`src/hdl/drrc_pkg.sv`:
```
// types, tables and bit functions shared by the reduced-round cipher
`default_nettype none
package drrc_pkg;

  // payload carried from stage to stage: data halves and key halves
  typedef struct packed {
    logic [63:0] lr;
    logic [55:0] cd;
  } stage_t;

  // configuration seen by the entry and round stages, round count already clamped
  typedef struct packed {
    logic [4:0] rounds;
    logic       rev;
    logic       pinv;
  } cfg_t;

  // configuration register indexes
  localparam logic [1:0] REG_ROUNDS = 2'd0;
  localparam logic [1:0] REG_REV    = 2'd1;
  localparam logic [1:0] REG_PINV   = 2'd2;

  localparam logic [1:0] ROT [16] = '{
    2'd1, 2'd1, 2'd2, 2'd2, 2'd2, 2'd2, 2'd2, 2'd2,
    2'd1, 2'd2, 2'd2, 2'd2, 2'd2, 2'd2, 2'd2, 2'd1};

  localparam logic [6:0] PC2 [48] = '{
    7'd14, 7'd17, 7'd11, 7'd24, 7'd1,  7'd5,  7'd3,  7'd28, 7'd15, 7'd6,  7'd21, 7'd10,
    7'd23, 7'd19, 7'd12, 7'd4,  7'd26, 7'd8,  7'd16, 7'd7,  7'd27, 7'd20, 7'd13, 7'd2,
    7'd41, 7'd52, 7'd31, 7'd37, 7'd47, 7'd55, 7'd30, 7'd40, 7'd51, 7'd45, 7'd33, 7'd48,
    7'd44, 7'd49, 7'd39, 7'd56, 7'd34, 7'd53, 7'd46, 7'd42, 7'd50, 7'd36, 7'd29, 7'd32};

  localparam logic [6:0] IP [64] = '{
    7'd58, 7'd50, 7'd42, 7'd34, 7'd26, 7'd18, 7'd10, 7'd2,
    7'd60, 7'd52, 7'd44, 7'd36, 7'd28, 7'd20, 7'd12, 7'd4,
    7'd62, 7'd54, 7'd46, 7'd38, 7'd30, 7'd22, 7'd14, 7'd6,
    7'd64, 7'd56, 7'd48, 7'd40, 7'd32, 7'd24, 7'd16, 7'd8,
    7'd57, 7'd49, 7'd41, 7'd33, 7'd25, 7'd17, 7'd9,  7'd1,
    7'd59, 7'd51, 7'd43, 7'd35, 7'd27, 7'd19, 7'd11, 7'd3,
    7'd61, 7'd53, 7'd45, 7'd37, 7'd29, 7'd21, 7'd13, 7'd5,
    7'd63, 7'd55, 7'd47, 7'd39, 7'd31, 7'd23, 7'd15, 7'd7};

  localparam logic [6:0] FP [64] = '{
    7'd8, 7'd40, 7'd16, 7'd48, 7'd24, 7'd56, 7'd32, 7'd64,
    7'd7, 7'd39, 7'd15, 7'd47, 7'd23, 7'd55, 7'd31, 7'd63,
    7'd6, 7'd38, 7'd14, 7'd46, 7'd22, 7'd54, 7'd30, 7'd62,
    7'd5, 7'd37, 7'd13, 7'd45, 7'd21, 7'd53, 7'd29, 7'd61,
    7'd4, 7'd36, 7'd12, 7'd44, 7'd20, 7'd52, 7'd28, 7'd60,
    7'd3, 7'd35, 7'd11, 7'd43, 7'd19, 7'd51, 7'd27, 7'd59,
    7'd2, 7'd34, 7'd10, 7'd42, 7'd18, 7'd50, 7'd26, 7'd58,
    7'd1, 7'd33, 7'd9,  7'd41, 7'd17, 7'd49, 7'd25, 7'd57};

  localparam logic [6:0] EXP [48] = '{
    7'd32, 7'd1,  7'd2,  7'd3,  7'd4,  7'd5,  7'd4,  7'd5,  7'd6,  7'd7,  7'd8,  7'd9,
    7'd8,  7'd9,  7'd10, 7'd11, 7'd12, 7'd13, 7'd12, 7'd13, 7'd14, 7'd15, 7'd16, 7'd17,
    7'd16, 7'd17, 7'd18, 7'd19, 7'd20, 7'd21, 7'd20, 7'd21, 7'd22, 7'd23, 7'd24, 7'd25,
    7'd24, 7'd25, 7'd26, 7'd27, 7'd28, 7'd29, 7'd28, 7'd29, 7'd30, 7'd31, 7'd32, 7'd1};

  localparam logic [6:0] PT [32] = '{
    7'd16, 7'd7,  7'd20, 7'd21, 7'd29, 7'd12, 7'd28, 7'd17,
    7'd1,  7'd15, 7'd23, 7'd26, 7'd5,  7'd18, 7'd31, 7'd10,
    7'd2,  7'd8,  7'd24, 7'd14, 7'd32, 7'd27, 7'd3,  7'd9,
    7'd19, 7'd13, 7'd30, 7'd6,  7'd22, 7'd11, 7'd4,  7'd25};

  localparam logic [6:0] PINV [32] = '{
    7'd9,  7'd17, 7'd23, 7'd31, 7'd13, 7'd28, 7'd2,  7'd18,
    7'd24, 7'd16, 7'd30, 7'd6,  7'd26, 7'd20, 7'd10, 7'd1,
    7'd8,  7'd14, 7'd25, 7'd3,  7'd4,  7'd29, 7'd11, 7'd19,
    7'd32, 7'd12, 7'd22, 7'd7,  7'd5,  7'd27, 7'd15, 7'd21};

  localparam logic [3:0] SBOX [8][64] = '{
    '{4'd14,4'd4,4'd13,4'd1,4'd2,4'd15,4'd11,4'd8,4'd3,4'd10,4'd6,4'd12,4'd5,4'd9,4'd0,4'd7,
      4'd0,4'd15,4'd7,4'd4,4'd14,4'd2,4'd13,4'd1,4'd10,4'd6,4'd12,4'd11,4'd9,4'd5,4'd3,4'd8,
      4'd4,4'd1,4'd14,4'd8,4'd13,4'd6,4'd2,4'd11,4'd15,4'd12,4'd9,4'd7,4'd3,4'd10,4'd5,4'd0,
      4'd15,4'd12,4'd8,4'd2,4'd4,4'd9,4'd1,4'd7,4'd5,4'd11,4'd3,4'd14,4'd10,4'd0,4'd6,4'd13},
    '{4'd15,4'd1,4'd8,4'd14,4'd6,4'd11,4'd3,4'd4,4'd9,4'd7,4'd2,4'd13,4'd12,4'd0,4'd5,4'd10,
      4'd3,4'd13,4'd4,4'd7,4'd15,4'd2,4'd8,4'd14,4'd12,4'd0,4'd1,4'd10,4'd6,4'd9,4'd11,4'd5,
      4'd0,4'd14,4'd7,4'd11,4'd10,4'd4,4'd13,4'd1,4'd5,4'd8,4'd12,4'd6,4'd9,4'd3,4'd2,4'd15,
      4'd13,4'd8,4'd10,4'd1,4'd3,4'd15,4'd4,4'd2,4'd11,4'd6,4'd7,4'd12,4'd0,4'd5,4'd14,4'd9},
    '{4'd10,4'd0,4'd9,4'd14,4'd6,4'd3,4'd15,4'd5,4'd1,4'd13,4'd12,4'd7,4'd11,4'd4,4'd2,4'd8,
      4'd13,4'd7,4'd0,4'd9,4'd3,4'd4,4'd6,4'd10,4'd2,4'd8,4'd5,4'd14,4'd12,4'd11,4'd15,4'd1,
      4'd13,4'd6,4'd4,4'd9,4'd8,4'd15,4'd3,4'd0,4'd11,4'd1,4'd2,4'd12,4'd5,4'd10,4'd14,4'd7,
      4'd1,4'd10,4'd13,4'd0,4'd6,4'd9,4'd8,4'd7,4'd4,4'd15,4'd14,4'd3,4'd11,4'd5,4'd2,4'd12},
    '{4'd7,4'd13,4'd14,4'd3,4'd0,4'd6,4'd9,4'd10,4'd1,4'd2,4'd8,4'd5,4'd11,4'd12,4'd4,4'd15,
      4'd13,4'd8,4'd11,4'd5,4'd6,4'd15,4'd0,4'd3,4'd4,4'd7,4'd2,4'd12,4'd1,4'd10,4'd14,4'd9,
      4'd10,4'd6,4'd9,4'd0,4'd12,4'd11,4'd7,4'd13,4'd15,4'd1,4'd3,4'd14,4'd5,4'd2,4'd8,4'd4,
      4'd3,4'd15,4'd0,4'd6,4'd10,4'd1,4'd13,4'd8,4'd9,4'd4,4'd5,4'd11,4'd12,4'd7,4'd2,4'd14},
    '{4'd2,4'd12,4'd4,4'd1,4'd7,4'd10,4'd11,4'd6,4'd8,4'd5,4'd3,4'd15,4'd13,4'd0,4'd14,4'd9,
      4'd14,4'd11,4'd2,4'd12,4'd4,4'd7,4'd13,4'd1,4'd5,4'd0,4'd15,4'd10,4'd3,4'd9,4'd8,4'd6,
      4'd4,4'd2,4'd1,4'd11,4'd10,4'd13,4'd7,4'd8,4'd15,4'd9,4'd12,4'd5,4'd6,4'd3,4'd0,4'd14,
      4'd11,4'd8,4'd12,4'd7,4'd1,4'd14,4'd2,4'd13,4'd6,4'd15,4'd0,4'd9,4'd10,4'd4,4'd5,4'd3},
    '{4'd12,4'd1,4'd10,4'd15,4'd9,4'd2,4'd6,4'd8,4'd0,4'd13,4'd3,4'd4,4'd14,4'd7,4'd5,4'd11,
      4'd10,4'd15,4'd4,4'd2,4'd7,4'd12,4'd9,4'd5,4'd6,4'd1,4'd13,4'd14,4'd0,4'd11,4'd3,4'd8,
      4'd9,4'd14,4'd15,4'd5,4'd2,4'd8,4'd12,4'd3,4'd7,4'd0,4'd4,4'd10,4'd1,4'd13,4'd11,4'd6,
      4'd4,4'd3,4'd2,4'd12,4'd9,4'd5,4'd15,4'd10,4'd11,4'd14,4'd1,4'd7,4'd6,4'd0,4'd8,4'd13},
    '{4'd4,4'd11,4'd2,4'd14,4'd15,4'd0,4'd8,4'd13,4'd3,4'd12,4'd9,4'd7,4'd5,4'd10,4'd6,4'd1,
      4'd13,4'd0,4'd11,4'd7,4'd4,4'd9,4'd1,4'd10,4'd14,4'd3,4'd5,4'd12,4'd2,4'd15,4'd8,4'd6,
      4'd1,4'd4,4'd11,4'd13,4'd12,4'd3,4'd7,4'd14,4'd10,4'd15,4'd6,4'd8,4'd0,4'd5,4'd9,4'd2,
      4'd6,4'd11,4'd13,4'd8,4'd1,4'd4,4'd10,4'd7,4'd9,4'd5,4'd0,4'd15,4'd14,4'd2,4'd3,4'd12},
    '{4'd13,4'd2,4'd8,4'd4,4'd6,4'd15,4'd11,4'd1,4'd10,4'd9,4'd3,4'd14,4'd5,4'd0,4'd12,4'd7,
      4'd1,4'd15,4'd13,4'd8,4'd10,4'd3,4'd7,4'd4,4'd12,4'd5,4'd6,4'd11,4'd0,4'd14,4'd9,4'd2,
      4'd7,4'd11,4'd4,4'd1,4'd9,4'd12,4'd14,4'd2,4'd0,4'd6,4'd10,4'd13,4'd15,4'd3,4'd5,4'd8,
      4'd2,4'd1,4'd14,4'd7,4'd4,4'd10,4'd8,4'd13,4'd15,4'd12,4'd9,4'd0,4'd3,4'd5,4'd6,4'd11}};

  // table entry t names bit t counted from the msb, starting at 1
  function automatic logic [63:0] ip_perm(input logic [63:0] x);
    logic [63:0] y;
    for (int i = 0; i < 64; i++) y[63-i] = x[64-int'(IP[i])];
    return y;
  endfunction

  function automatic logic [63:0] fp_perm(input logic [63:0] x);
    logic [63:0] y;
    for (int i = 0; i < 64; i++) y[63-i] = x[64-int'(FP[i])];
    return y;
  endfunction

  function automatic logic [47:0] expand(input logic [31:0] x);
    logic [47:0] y;
    for (int i = 0; i < 48; i++) y[47-i] = x[32-int'(EXP[i])];
    return y;
  endfunction

  function automatic logic [47:0] pc2_sel(input logic [55:0] x);
    logic [47:0] y;
    for (int i = 0; i < 48; i++) y[47-i] = x[56-int'(PC2[i])];
    return y;
  endfunction

  function automatic logic [31:0] p_perm(input logic [31:0] x, input logic inv);
    logic [31:0] y;
    for (int i = 0; i < 32; i++) begin
      y[31-i] = inv ? x[32-int'(PINV[i])] : x[32-int'(PT[i])];
    end
    return y;
  endfunction

  // eight s-boxes, row from the outer bits, column from the inner four
  function automatic logic [31:0] sbox_sub(input logic [47:0] x);
    logic [31:0] y;
    logic [5:0]  idx;
    for (int j = 0; j < 8; j++) begin
      idx = {x[47-6*j], x[42-6*j], x[46-6*j -: 4]};
      y[31-4*j -: 4] = SBOX[j][idx];
    end
    return y;
  endfunction

  // rotate one 28-bit half toward the msb by 0 to 28 places
  function automatic logic [27:0] rotl_half(input logic [27:0] h, input logic [4:0] amt);
    logic [55:0] t;
    t = {h, h} << amt;
    return t[55:28];
  endfunction

  function automatic logic [55:0] rotl_cd(input logic [55:0] cd, input logic [4:0] amt);
    return {rotl_half(cd[55:28], amt), rotl_half(cd[27:0], amt)};
  endfunction

  function automatic logic [55:0] rotr_cd(input logic [55:0] cd, input logic [1:0] amt);
    return {rotl_half(cd[55:28], 5'd28 - {3'b0, amt}),
            rotl_half(cd[27:0], 5'd28 - {3'b0, amt})};
  endfunction

  // total shift of the first n schedule steps
  function automatic logic [4:0] cum_rot(input logic [4:0] n);
    logic [4:0] s;
    s = 5'd0;
    for (int i = 0; i < 16; i++) begin
      if (i < int'(n)) s = s + {3'b0, ROT[i]};
    end
    return s;
  endfunction

endpackage
`default_nettype wire

```
`src/hdl/drrc_round.sv`:
```
// one feistel round with its key schedule step, registered
`default_nettype none
module drrc_round #(
  parameter int STAGE = 0
) (
  input  wire logic              clk,
  input  wire logic              rst_n,
  input  wire drrc_pkg::cfg_t    cfg,
  input  wire logic              in_valid,
  input  wire drrc_pkg::stage_t  in_data,
  output logic                   in_ready,
  output logic                   out_valid,
  output drrc_pkg::stage_t       out_data,
  input  wire logic              out_ready
);

  localparam logic [4:0] STG = 5'(STAGE);

  logic             valid_r;
  drrc_pkg::stage_t data_r;
  drrc_pkg::stage_t data_nxt;
  logic             active;
  logic [3:0]       ridx;
  logic [55:0]      kcd;
  logic [55:0]      cd_next;
  logic [47:0]      pre;
  logic [31:0]      fb;

  assign in_ready  = !valid_r || out_ready;
  assign out_valid = valid_r;
  assign out_data  = data_r;

  assign active = STG < cfg.rounds;
  assign ridx   = 4'(cfg.rounds - STG - 5'd1);

  // key for this round and the halves handed to the next one
  always_comb begin
    if (cfg.rev) begin
      kcd     = in_data.cd;
      cd_next = drrc_pkg::rotr_cd(in_data.cd, drrc_pkg::ROT[ridx]);
    end else begin
      kcd     = drrc_pkg::rotl_cd(in_data.cd, {3'b0, drrc_pkg::ROT[STAGE]});
      cd_next = kcd;
    end
  end

  // round function and half swap
  always_comb begin
    pre = drrc_pkg::expand(in_data.lr[31:0]) ^ drrc_pkg::pc2_sel(kcd);
    fb  = drrc_pkg::p_perm(drrc_pkg::sbox_sub(pre), cfg.pinv);
    if (active) begin
      data_nxt.lr = {in_data.lr[31:0], in_data.lr[63:32] ^ fb};
      data_nxt.cd = cd_next;
    end else begin
      data_nxt = in_data;
    end
  end

  always_ff @(posedge clk) begin
    if (!rst_n) begin
      valid_r <= 1'b0;
    end else if (in_ready) begin
      valid_r <= in_valid;
    end
  end

  always_ff @(posedge clk) begin
    if (in_ready && in_valid) begin
      data_r <= data_nxt;
    end
  end

endmodule
`default_nettype wire

```
`config.mk`:
```
export PLATFORM = sky130hd
export DESIGN_NAME = drrc_round
export DESIGN_NICKNAME = d
export VERILOG_FILES = /design/src/hdl/drrc_pkg.sv /design/src/hdl/drrc_round.sv
export SDC_FILE = /design/constraint.sdc
export NUM_CORES = 1
export LEC_CHECK = 0
export BUFFER_PORTS_ARGS = -buffer_cell sky130_fd_sc_hd__clkbuf_2
export CORE_MARGIN = 5
export CORE_UTILIZATION = 40
export CTS_BUF_LIST = sky130_fd_sc_hd__clkbuf_4
export DETAILED_ROUTE_END_ITERATION = 10
export GPL_ROUTABILITY_DRIVEN = 0
export GPL_TIMING_DRIVEN = 0
export PLACE_DENSITY = 0.62
export SKIP_CTS_REPAIR_TIMING = 1
export SYNTH_ARGS = -nofsm -noshare
export SYNTH_HDL_FRONTEND = slang
export SYNTH_SLANG_ARGS = --single-unit
```
`constraint.sdc`:
```
create_clock -name clk -period 4.3 [get_ports clk]
set_input_delay 0.86 -clock clk [delete_from_list [all_inputs] [get_ports clk]]
set_output_delay 0.86 -clock clk [all_outputs]
set_load 0.01 [all_outputs]
```
==> results of run 1 <==
[cell families (layout without fill, tap and decap cells)]
| kind of cell | Yosys count | in the layout | share of synthesized area, % |
|---|---|---|---|
| DFF | 121 | 121 | 25.27 |
| buffers and inverters | 168 | 436 | 5.358 |
| and+or+nand+nor | 435 | 435 | 13.78 |
| xor gates and xnor gates | 139 | 139 | 10.35 |
| other | 0 | 4 | 0 |
| adders and majority gates | 60 | 60 | 5.218 |
| AOI/OAI and AO/OA | 469 | 469 | 21.15 |
| muxes | 248 | 248 | 18.87 |
[layout make-up]
cell class	instances	area, um^2
well taps	461	576.8
fillers	3469	19000
flip-flops and latches	121	3623
diodes	4	10.01
repair buffers	236	1210
clock inverters	15	196.4
clock buffers	17	127.6
multi-input cells	1351	9955
inverters	35	131.4
plain buffers	133	649.4
[sequential cells by signal, indices dropped and copies added, names as in the netlist]
register	count
out_valid	1
out_data	120
[Yosys cell counts, drive strengths merged (5+ instances only)]
library cell / number / area (um^2)
clkbuf: 65 / 244.0
a31oi: 14 / 87.58
nor2: 80 / 300.3
inv: 33 / 123.9
xor2: 57 / 619.3
buf: 68 / 392.9
o211a: 5 / 50.05
nand4: 10 / 62.56
nand2b: 7 / 43.79
o31ai: 7 / 52.55
a2111oi: 7 / 67.56
xnor2: 82 / 864.6
a311oi: 8 / 70.07
o21ai: 147 / 739.5
o22ai: 19 / 118.9
nor3: 24 / 120.1
a221oi: 12 / 130.1
mux2i: 224 / 2402
a211oi: 24 / 180.2
nor3b: 45 / 337.8
edfxtp: 120 / 3603
nand3: 29 / 145.1
a21oi: 110 / 550.5
o211ai: 28 / 210.2
ha: 59 / 738.2
mux2: 21 / 236.5
nand2: 218 / 818.3
or3: 5 / 31.28
o21a: 6 / 45.04
o221ai: 8 / 76.32
o2111ai: 11 / 96.34
o311ai: 10 / 87.59
and2: 5 / 31.28
[through the flow]
stage / instances / power (W) / utilization, %
after global placement: 2335 / 0.004528 / 45.34
after detailed placement: 2337 / 0.004552 / 45.47
after global routing: 2373 / 0.005913 / 46.44
after floorplan: 1640 / 0.003654 / -
after CTS: 2369 / 0.005573 / 46.38
final: 2373 / 0.005605 / 46.44
[routing by layer]
metal | vias up | track usage [%] | routed length, um
met5 | - | 0 | 13
met4 | 2 | 7.925 | 1626
met3 | 109 | 6.255 | 5404
met2 | 845 | 40.84 | 24020
met1 | 6850 | 35.36 | 22470
li1 | 6592 | - | -
[power groups by stage]
stage	combinational, W	sequential [W]	clock [W]
finish	0.00306	0.00156	0.000994
global route	0.00328	0.00157	0.00106
CTS	0.00299	0.00156	0.00103
detailed placement	0.00297	0.00158	0
global placement	0.00294	0.00159	0
floorplan	0.00200	0.00165	0
[final timing paths]
check / slack (ns) / end / start
worst max-delay path: 0.003 / out_data[52]$_DFFE_PP_ / cfg[2]
worst min-delay path: 0.44 / out_valid$_SDFFE_PN0N_ / rst_n
worst min register to register: 0.56 / out_valid$_SDFFE_PN0N_ / out_valid$_SDFFE_PN0N_
worst max register to register: 2.43 / out_data[97]$_DFFE_PP_ / out_valid$_SDFFE_PN0N_
[worst max-delay path, stage by stage]
cell and delay (ns):
clkbuf_2 0.11, or3_1 0.43, xor2_1 0.36, mux2i_1 0.14, o22ai_1 0.27, inv_2 0.12
buf_4 0.22, buf_2 0.24, ha_1 0.34, clkbuf_1 0.40, buf_2 0.42, mux2i_1 0.36
o22ai_1 0.12, o21ai_0 0.31
==> impl_results.md, run 1 <==
- Status: complete, no violations
- Startpoint types: input port
- Wire per inst: 22.56 um
- Final Hold Violating Endpoints: 0
- HP Class: input port to flip-flop
- Most common cell after layout, fill and taps aside: clkbuf_2
- Ports: 253
- Die H: 199.3 um
- Tcrit/Tclk final: 99.93%
- Internal: 0.003134 W
- Worst r2r path cells: 3
- Final WS setup: 0.002919 ns
- Setup TNS: 0 ns
- Dpl ws: -0.8944 ns
- Pre-antenna DRT Iters: 8
- GRT Total Usage: 25.90%
- Nets: 2085
- Initial antenna violation count: 5
- DP Area: 16130 um^2
- Worst-Margin Slew: 1.031 ns
- Site row count: 69
- Max transition margin: 30.78%
- Avg Cell Area, Syn: 8.743 um^2
- Netlist cell types: 83
- Post-synthesis cell count: 1640
- Crit path DAT: 4.72 ns
- Area of the core: 35480 um^2
- Fin crit period: 4.297 ns
- Switching pwr: 0.002472 W
- Max_cap viols: 0
- H-tree levels: 4
- WHS: 0.4388 ns
- Sequential Power Share: 27.7%
- Clock latency on the worst-skew pair: 0.63 ns
- Clock root buffer: clkbuf_4
- Grt ovf: 0
- Post-synth ARST share: 0%
- Synth warn: 0
- Clock sink count: 121
- Fin. max-slew vios: 0
- Initial Utilization: 40.41%
- Design area: 16480 um^2
- Crit Path Max Fanout: 10
- Post-route DRC: 0
- Via density per instance: 6.067
- Sw frac: 44.10%
- Post-synth EDFFs: 120
- Clk slew on worst S/H paths: 0.14 ns
- Worst Path Required: 4.72 ns
- Max clock buf depth: 2
- Starting DRC count in detailed routing: 1998
- PD cells: 340.1 nW/um^2
- Setup violation total in the final timing report: 0
- IO Port Bufs: 234
- Clk pwr share: 17.7%
- Post-route ant nets: 0
- Final Skew: 0.03120 ns
- Layout cells sized above 1: 21.75%
- Hold Path Cell Cnt: 2
- VDD IR max: 0.0003173 V
- CTS buffer count: 17
- Mapped Nets: 1830
- FF+latch count, synth: 121
- Crit end category: flip-flop
- Crit path kind: input port to flip-flop
- CTS tree: built
- Layout area overhead: 14.93%
- Seq/Total Area, Yosys: 25.27%
- Most frequent cells in the layout: clkbuf_2, nand2_1, mux2i_1
- Die X: 199.3 um
- Top FF cell, synth: edfxtp_1
- Vias in the first global route: 13500
- Comb pwr share: 54.5%
- Cell area after synthesis: 14340 um^2
- DIE AREA: 39730 um^2
- Largest net degree at the start of global routing: 70
- DRT Wirelength: 53530 um
- LEAKAGE: 6.823 nW
- Final HPWL DP: 41480 um
- Total number of vias: 14400
- First-pass GRT wire length: 80140 um
- Max Clock Freq: 232.7 MHz
Note: power is estimated with default switching activity, not from simulation.
==> run 2, diff against run 1 <==
--- a/config.mk
+++ b/config.mk
@@ -6,6 +6,7 @@
 export NUM_CORES = 1
 export LEC_CHECK = 0
 export BUFFER_PORTS_ARGS = -buffer_cell sky130_fd_sc_hd__clkbuf_2
+export CORE_ASPECT_RATIO = 2
 export CORE_MARGIN = 5
 export CORE_UTILIZATION = 40
 export CTS_BUF_LIST = sky130_fd_sc_hd__clkbuf_4
@@ -13,6 +14,7 @@
 export GPL_ROUTABILITY_DRIVEN = 0
 export GPL_TIMING_DRIVEN = 0
 export PLACE_DENSITY = 0.62
+export SETUP_SLACK_MARGIN = 0.05
 export SKIP_CTS_REPAIR_TIMING = 1
 export SYNTH_ARGS = -nofsm -noshare
 export SYNTH_HDL_FRONTEND = slang
==> impl_results.md, run 2 (synthesis results as in run 1) <==
- Post-route DRC: 0 (unchanged)
- Worst-Margin Slew: 1.027 ns (-0.004291 ns)
- Layout cells sized above 1: 22.34% (+0.59 points)
- Crit Path Max Fanout: 10 (unchanged)
- Cell at the slowest stage of the critical path: or3_1
- Fin crit period: 4.230 ns (-0.06757 ns)
- Final Skew: 0.03061 ns (-0.0005906 ns)
- Vias in the first global route: 14530 (+7.6%)
- Most frequent cells in the layout: clkbuf_2, nand2_1, mux2i_1
- Clock sink count: 121 (unchanged)
- Max_cap viols: 0 (unchanged)
- HP Class: input port to flip-flop
- First-pass GRT wire length: 85480 um (+6.7%)
- CTS buffer count: 17 (unchanged)
- Grt ovf: 0 (unchanged)
- Nets: 2084 (-0.048%)
- Crit end category: flip-flop
- Total number of vias: 14530 (+0.94%)
- Setup violation total in the final timing report: 0 (unchanged)
- Startpoint types: input port
- Final HPWL DP: 45630 um (+10%)
- Delay-heaviest family, CP: buffers and inverters
- Status: complete, no violations
- Pre-antenna DRT Iters: 6 (-2)
- CP Buf/Inv Count: 6 (unchanged)
- Clock root buffer: clkbuf_4
- Wire per inst: 24.29 um (+7.7%)
- DIE AREA: 39960 um^2 (+0.58%)
- Fin. max-slew vios: 0 (unchanged)
- Fillers: 3552 (+2.4%)
- Final WS setup: 0.07049 ns (+0.06757 ns)
- WHS: 0.3999 ns (-0.03887 ns)
- Clock latency on the worst-skew pair: 0.67 ns (+0.04 ns)
- Max transition margin: 31.56% (+0.78 points)
- Largest net degree at the start of global routing: 64 (-8.6%)
- Crit path kind: input port to flip-flop
- Crit path DAT: 4.64 ns (-0.08 ns)
- Unrepaired setup endpoints after global routing: false
- Ports: 253 (unchanged)
- Crit path top cell by count: clkbuf_2
- VDD IR max: 0.0001969 V (-38%)
- Initial antenna violation count: 8 (+3)
- CP cell instances: clkbuf_2 -> or3_1 -> xor2_2 -> mux2i_1 -> o22ai_1 -> inv_2 -> buf_4 -> buf_2 -> ha_1 -> clkbuf_2 -> clkbuf_2 -> mux2i_2 -> nand2_1 -> o211a_1 -> o21ai_0
- Die X: 143.9 um (-28%)
- Most common cell after layout, fill and taps aside: clkbuf_2
- CTS tree: built
- Final Hold Violating Endpoints: 0 (unchanged)
- Dpl ws: -1.186 ns (-0.2916 ns)
- Reg-to-Reg Start: out_valid$_SDFFE_PN0N_
- Layout area overhead: 14.82% (about the same)
- GRT Total Usage: 27.89% (+2.0 points)
- CP max stage delay: 0.44 ns (about the same)
- DRT Wirelength: 57410 um (+7.2%)
- Starting DRC count in detailed routing: 1488 (-26%)
- Area of the core: 35560 um^2 (+0.22%)
- Power Total: 0.005598 W (-0.13%)
- Max reg flops: 120 (unchanged)
- Die H: 277.8 um (+39%)
- Clk slew on worst S/H paths: 0.16 ns (+0.02 ns)
- Post-layout util: 46.30% (-0.15 points)
- LEAKAGE: 6.806 nW (-0.25%)
- Max Clock Freq: 236.4 MHz (+1.6%)
- Initial Utilization: 40.32% (-0.087 points)
- Site row count: 98 (+42%)
- Hold_sp: rst_n
- Post-route ant nets: 0 (unchanged)
- Via density per instance: 6.150 (+1.4%)
- Max clock buf depth: 2 (unchanged)
- H-tree levels: 4 (unchanged)
- IO Port Bufs: 234 (unchanged)
- PD cells: 340.0 nW/um^2 (about the same)
- Tcrit/Tclk final: 98.36% (-1.6 points)
- Crit path launch: cfg[2]
- Worst Path Required: 4.71 ns (about the same)
[run 2: cell types whose count changed in the layout (fill, tap and decap cells not counted), sizes merged]
cell      delta
clkinvlp     +4
clkinv       -7
diode        +2
clkbuf       +2
inv          +6
bufinv       -3
buf          -3
[run 2: worst reg2reg max path, cell delays in order (launching register included)]
cell	delay, ns
dfxtp_1	0.34
nand2b_1	0.11
and2_4	0.67
buf_16	0.35
[run 2: worst paths after layout]
check	to	slack (ns)	depth (start not counted)
worst max-delay path	out_data[51]$_DFFE_PP_	0.07	15
worst min-delay path	out_valid$_SDFFE_PN0N_	0.40	2
worst min register to register	out_valid$_SDFFE_PN0N_	0.57	2
worst max register to register	out_data[92]$_DFFE_PP_	2.41	3
[run 2: routing by layer]
metal / wire length (um) / vias up / track usage [%]
met5: 27 / - / 0
met4: 4937 / 4 / 20.54
met3: 4066 / 235 / 5.365
met2: 29220 / 821 / 49.03
met1: 19150 / 6873 / 28.54
li1: - / 6600 / -
[run 2: metrics by stage]
stage | setup TNS, ns | area, um^2 | cells
detailed placement | -47.16 | 16110 | 2325
CTS | -4.242 | 16390 | 2357
global route | 0 | 16460 | 2363
floorplan | 0 | 14340 | 1640
global placement | -42.31 | 16070 | 2324
finish | 0 | 16460 | 2363
[run 2: cell type report]
type                    instances  area (um^2)  area share, %
flip-flops and latches        121         3623          22.01
clock inverters                15        157.7         0.9576
well taps                     450        563.0          3.420
repair buffers                235         1199          7.281
plain buffers                 133        654.4          3.975
multi-input cells            1351         9992          60.69
inverters                      35        131.4         0.7980
clock buffers                  17        127.6         0.7752
diodes                          6        15.01        0.09120
[run 2: report_power, final]
group / switching [W] / internal [W] / total, W
Combinational: 0.00197 / 0.00117 / 0.00313
Sequential: 0.0000436 / 0.00151 / 0.00155
Clock: 0.000601 / 0.000311 / 0.000912
Total: 0.00261 / 0.00299 / 0.00560
